## config.mk

```make
export PLATFORM = sky130hd
export DESIGN_NAME = pfsa_free_stack
export DESIGN_NICKNAME = d
export VERILOG_FILES = /design/src/rtl/pfsa_pkg.sv /design/src/rtl/pfsa_free_stack.sv
export SDC_FILE = /design/constraint.sdc
export NUM_CORES = 1
export LEC_CHECK = 0
export BUFFER_PORTS_ARGS = -buffer_cell sky130_fd_sc_hd__buf_2
export CAP_MARGIN = 0
export CELL_PAD_IN_SITES_DETAIL_PLACEMENT = 0
export CELL_PAD_IN_SITES_GLOBAL_PLACEMENT = 2
export CORE_MARGIN = 1
export CORE_UTILIZATION = 50
export CTS_CLUSTER_DIAMETER = 100
export DETAILED_ROUTE_END_ITERATION = 7
export PLACE_DENSITY_LB_ADDON = 0.1
export SLEW_MARGIN = 20
export SYNTH_ARGS = -nofsm -noshare
export SYNTH_HDL_FRONTEND = slang
export SYNTH_SLANG_ARGS = --single-unit
```

## constraint.sdc

```tcl
create_clock -name clk -period 2.8 [get_ports clk]
set_input_delay 0.28 -clock clk [delete_from_list [all_inputs] [get_ports clk]]
set_output_delay 0.28 -clock clk [all_outputs]
set_load 0.01 [all_outputs]
```

## src/rtl/pfsa_pkg.sv

```systemverilog
`default_nettype none

package pfsa_pkg;

    // Geometry of the page pool.
    localparam int NUM_PAGES  = 64;
    localparam int PAGE_BYTES = 256;
    localparam int PAGE_W     = $clog2(NUM_PAGES);
    localparam int BYTE_W     = $clog2(PAGE_BYTES);
    localparam int STORE_AW   = PAGE_W + BYTE_W;

    // Field widths of the transactions.
    localparam int CNT_W  = 7;
    localparam int OFF_W  = 9;
    localparam int DATA_W = 8;

    typedef enum logic [1:0] {
        CMD_ALLOC = 2'd0,
        CMD_FREE  = 2'd1,
        CMD_WRITE = 2'd2,
        CMD_READ  = 2'd3
    } cmd_e;

    typedef enum logic [2:0] {
        ST_OK            = 3'd0,
        ST_OUT_OF_MEMORY = 3'd1,
        ST_OUT_OF_RANGE  = 3'd2,
        ST_NOT_ALLOCATED = 3'd3,
        ST_FREE_IGNORED  = 3'd4,
        ST_ZERO_COUNT    = 3'd5
    } status_e;

    typedef enum logic [2:0] {
        S_IDLE,
        S_BYTE_RD,
        S_POP,
        S_CLEAR,
        S_RESP
    } state_e;

    typedef struct packed {
        cmd_e              cmd;
        logic [CNT_W-1:0]  count;
        logic [5:0]        page;
        logic [OFF_W-1:0]  offset;
        logic              byte_count;
        logic [DATA_W-1:0] write_data;
    } in_t;

    typedef struct packed {
        status_e           status;
        logic [5:0]        alloc_page;
        logic [DATA_W-1:0] read_data;
        logic [CNT_W-1:0]  free_count;
        logic              last;
    } out_t;

    // Request bundle for the page byte store.
    typedef struct packed {
        logic                we;
        logic [STORE_AW-1:0] waddr;
        logic [DATA_W-1:0]   wdata;
        logic [STORE_AW-1:0] raddr;
    } store_req_t;

    // Request bundle for the free stack.
    typedef struct packed {
        logic              reinit;
        logic              push;
        logic [PAGE_W-1:0] push_addr;
        logic [PAGE_W-1:0] push_page;
        logic [PAGE_W-1:0] rd_addr;
        logic [CNT_W-1:0]  total;
    } stack_req_t;

endpackage

`default_nettype wire

```

## src/rtl/pfsa_free_stack.sv

```systemverilog
`default_nettype none

module pfsa_free_stack (
    input  wire logic                        clk,
    input  wire logic                        rst_n,
    input  wire pfsa_pkg::stack_req_t        req,
    output logic [pfsa_pkg::PAGE_W-1:0]      top_page
);
    import pfsa_pkg::*;

    logic [PAGE_W-1:0]    mem [NUM_PAGES];
    logic [PAGE_W-1:0]    rd_data_reg;
    logic [PAGE_W-1:0]    rd_addr_reg;
    logic                 rd_valid_reg;
    logic [NUM_PAGES-1:0] valid_reg;
    logic [NUM_PAGES-1:0] valid_next;
    logic [CNT_W-1:0]     reset_value;

    // An entry never pushed since the last reinit holds total - 1 - index.
    always_comb
    begin
        valid_next = valid_reg;
        if (req.reinit)
        begin
            valid_next = '0;
        end
        else if (req.push)
        begin
            valid_next[req.push_addr] = 1'b1;
        end
    end

    always_ff @(posedge clk or negedge rst_n)
    begin
        if (!rst_n)
        begin
            valid_reg <= '0;
        end
        else
        begin
            valid_reg <= valid_next;
        end
    end

    // Stack memory with a registered read of the top entry.
    always_ff @(posedge clk)
    begin
        if (req.push)
        begin
            mem[req.push_addr] <= req.push_page;
        end
        rd_data_reg  <= mem[req.rd_addr];
        rd_addr_reg  <= req.rd_addr;
        rd_valid_reg <= valid_reg[req.rd_addr];
    end

    // Substitute the initial contents for entries that were never written.
    assign reset_value = req.total - CNT_W'(1) - {1'b0, rd_addr_reg};
    assign top_page    = rd_valid_reg ? rd_data_reg : reset_value[PAGE_W-1:0];

endmodule

`default_nettype wire

```

==> implementation parameters <==
Parameter                              Value

Clocking
  Clk sink count    461
  Cell chosen for the clock root    sky130_fd_sc_hd__clkbuf_16
  TritonCTS buffer count    47
  Clock tree from TritonCTS    built
  Clock insertion delay at the later pin of the skew report    0.55 ns
  H-tree depth reported by CTS    2
  Resize count post-CTS    0
  CTS clock-pin slew for the worst setup and hold paths    0.06 ns
  CTS max path bufs    3
  Setup repair bufs after CTS    0

Cells and area
  Net total in the final layout    1170
  Fraction of final layout cells sized beyond drive strength 1    0.241
  Commonest cells after routing, fill and taps aside    sky130_fd_sc_hd__edfxtp_1 (384), sky130_fd_sc_hd__nor2_1 (190), sky130_fd_sc_hd__buf_4 (102)
  Most common library cell in the layout ignoring fill and taps    sky130_fd_sc_hd__edfxtp_1
  Relative area change from synthesis to final layout    15.5%
  Diodes inserted    0
  Number of flip-flops in the largest register    384

Logic synthesis
  Synth Register Bits    461
  Leading cell types by total area after synthesis    sky130_fd_sc_hd__edfxtp_1 (63%), sky130_fd_sc_hd__dfrtp_1 (8.7%), sky130_fd_sc_hd__mux4_2 (8.4%), sky130_fd_sc_hd__mux4_1 (6.1%), sky130_fd_sc_hd__nor2_1 (3.9%)
  Distinct cells, synth    50
  Biggest area consumer among synthesized cells    sky130_fd_sc_hd__edfxtp_1
  Post-synthesis sequential area ratio    0.728
  Async set-or-reset flop fraction in the synthesized netlist    0.139
  Nets in the synthesized netlist    1029
  Flip-flop cell with the highest count after synthesis    sky130_fd_sc_hd__edfxtp_1
  Mean post-synth cell area    18.5 sq um
  YS warnings    0
  Gate count after technology mapping    994
  Yosys top cell area share    0.627
  Number of synthesized flops with an enable pin    384
  Syn Std Cell Area    18400 sq um

Floorplanning
  Standard cell core area    35900 sq um
  Starting density of the core    0.512
  Full die area    37600 sq um
  Die Height    194 um
  Top Ports    35
  Placement row count    69
  Die W    194 um

Hold path
  Hold crit path type    in2reg

Critical path
  Startpoint-to-endpoint class of the critical path    reg2out
  Arrival time of data at the critical path endpoint    2.26 ns
  Setup crit start kind    register
  Kind of capture point of the worst setup path    output pin
  Data required time of the worst path    2.52 ns
  Largest driver fanout on the critical path    2

Detailed routing
  Post-DR vias/cell    5.87
  Drt initial violations    784
  Post-DRT Antenna Nets    0
  Total vias in the final route    9579
  Routed WL per cell    26.2 um
  Sum of routed wire length over all layers    42.7 mm
  Number of optimization iterations in the first detailed-route pass    5
  Remaining DRCs    0

Power and ir drop
  Leakage power of the design    0.00752 uW
  Power Density    677 nW/um^2
  Maximum vdd ir drop    455 uV

STA
  Count of final setup violators    0
  Highest clock rate    394 MHz
  Transition time of the tightest slew-check pin    0.766 ns
  Slew margin rel.    0.487
  Worst clock skew    0.0144 ns
  Final critical-path required period    2.54 ns
  Setup total negative slack    0 ns
  Final max-slew violation count    0
  Unrepaired setup endpoints after global routing    no
  Worst hold-check slack    0.0593 ns
  Final clock period utilization by the worst path    0.907
  Final-report hold violation count    0

Global route
  Global-route wire length before repair    64.2 mm
  Busiest layer in global routing    met2
  Met1 Resource Use GR    0.353
  Initial antenna violation count    0
  GRT Resource Usage Total    0.236
  Via count of the first global-routing pass    9889
  Met2 global-route usage    0.364
  Remaining Overflow, GRT    0
  Largest net degree at the start of global routing    65
  M3 GR Usage    0.0317

Placement
  Port Buffer Count    33
  Detailed-placement wirelength estimate    27.9 mm
  Final weighted congestion in routability-driven placement    0.781

Run
  Count of maximum capacitance violations    0

Outcome
  Result of the run    finished clean
-- final timing paths --
path                                        to      startpoint  slack (ns)  depth (start not counted)
worst max-delay path               top_page[4]  rd_addr_reg[0]        0.26                          8
worst min-delay path            rd_addr_reg[5]         req[12]        0.06                          1
worst max register to register  rd_data_reg[4]      mem[26][4]        0.73                          6
worst min register to register    valid_reg[4]    valid_reg[4]        0.49                          2
max in group asynchronous        valid_reg[55]           rst_n        2.00                          3
min in group asynchronous         valid_reg[7]           rst_n        0.21                          2
-- repair_timing --
item | in CTS | in global routing
setup endpoints to repair | 0 | 0
hold endpoints to repair | 67 | 0
hold buffers | 2 | 0
-- layout make-up --
| class | count | area [sq um] |
|---|---|---|
| fill | 2729 | 14700 |
| inverter | 6 | 22.5 |
| sequential | 461 | 13400 |
| timing repair buffer | 144 | 1150 |
| clock buffer | 73 | 1350 |
| clock inverter | 13 | 139 |
| multi-input combinational | 475 | 4620 |
| tap | 461 | 577 |
-- critical path, stage by stage (launching register included) --
cell                      delay, ns
sky130_fd_sc_hd__dfxtp_1       0.31
sky130_fd_sc_hd__inv_1         0.04
sky130_fd_sc_hd__ha_1          0.20
sky130_fd_sc_hd__fa_1          0.40
sky130_fd_sc_hd__a21o_1        0.17
sky130_fd_sc_hd__a21oi_1       0.18
sky130_fd_sc_hd__xnor2_1       0.08
sky130_fd_sc_hd__o21ai_0       0.17
sky130_fd_sc_hd__buf_2         0.16
-- power breakdown --
part	leakage, uW	total [uW]	internal (uW)	switching (uW)
Sequential	0.00446	7530	7500	30.9
Combinational	0.00234	806	319	487
Clock	0.000721	6050	3570	2480
Total	0.00752	14400	11400	3000
-- Yosys cell counts, types with 2 or more instances --
cell / n
sky130_fd_sc_hd__buf_2: 10
sky130_fd_sc_hd__nor2_1: 190
sky130_fd_sc_hd__o21ai_0: 4
sky130_fd_sc_hd__or3b_2: 5
sky130_fd_sc_hd__a21oi_1: 10
sky130_fd_sc_hd__buf_12: 6
sky130_fd_sc_hd__ha_1: 5
sky130_fd_sc_hd__or3_1: 4
sky130_fd_sc_hd__nor4_1: 4
sky130_fd_sc_hd__a22o_1: 4
sky130_fd_sc_hd__dfxtp_1: 13
sky130_fd_sc_hd__mux4_1: 43
sky130_fd_sc_hd__dfrtp_1: 64
sky130_fd_sc_hd__nor3_1: 4
sky130_fd_sc_hd__nand2b_1: 4
sky130_fd_sc_hd__nand3b_1: 7
sky130_fd_sc_hd__a21o_1: 3
sky130_fd_sc_hd__edfxtp_1: 384
sky130_fd_sc_hd__mux4_2: 69
sky130_fd_sc_hd__nand3_1: 9
sky130_fd_sc_hd__mux2_2: 2
sky130_fd_sc_hd__buf_4: 6
sky130_fd_sc_hd__a211oi_1: 9
sky130_fd_sc_hd__nor2b_1: 9
sky130_fd_sc_hd__a2111oi_0: 4
sky130_fd_sc_hd__xnor2_1: 4
sky130_fd_sc_hd__nand4_1: 2
sky130_fd_sc_hd__buf_1: 2
sky130_fd_sc_hd__o22a_1: 6
sky130_fd_sc_hd__clkbuf_1: 23
sky130_fd_sc_hd__o22ai_1: 24
sky130_fd_sc_hd__nand2_1: 17
sky130_fd_sc_hd__mux2i_1: 15
sky130_fd_sc_hd__o31ai_1: 5
sky130_fd_sc_hd__buf_6: 4
sky130_fd_sc_hd__inv_1: 6
-- kinds of logic (layout without fill, tap and decap cells) --
| kind of cell | count (synthesis) | in the layout | share of synthesized area |
|---|---|---|---|
| AOI/OAI and AO/OA | 76 | 76 | 0.0288 |
| muxes | 129 | 129 | 0.155 |
| xor gates and xnor gates | 4 | 4 | 0.00190 |
| adders and majority gates | 6 | 6 | 0.00449 |
| buffers and inverters | 58 | 236 | 0.0212 |
| DFF | 461 | 461 | 0.728 |
| and+or+nand+nor | 260 | 260 | 0.0607 |
-- through the flow --
step                      power (uW)  cells   util  cell area (sq um)  setup slack, ns
after floorplan                 8100    994      -              18400            0.817
after global placement          8470   1544  0.549              19700            0.343
after detailed placement        8480   1544  0.549              19700            0.353
after CTS                      14500   1632  0.591              21200            0.244
after global routing           14800   1633  0.592              21200            0.115
final                          14400   1633  0.592              21200            0.260
-- routing by layer --
metal	part of all wire	vias to the layer above	routed length, um
met4	0.026	0	1100
met3	0.054	66	2300
met1	0.45	4980	19400
met5	0	-	0
met2	0.47	278	20000
li1	-	4255	-
No activity file was read; power rests on OpenSTA's default activity.
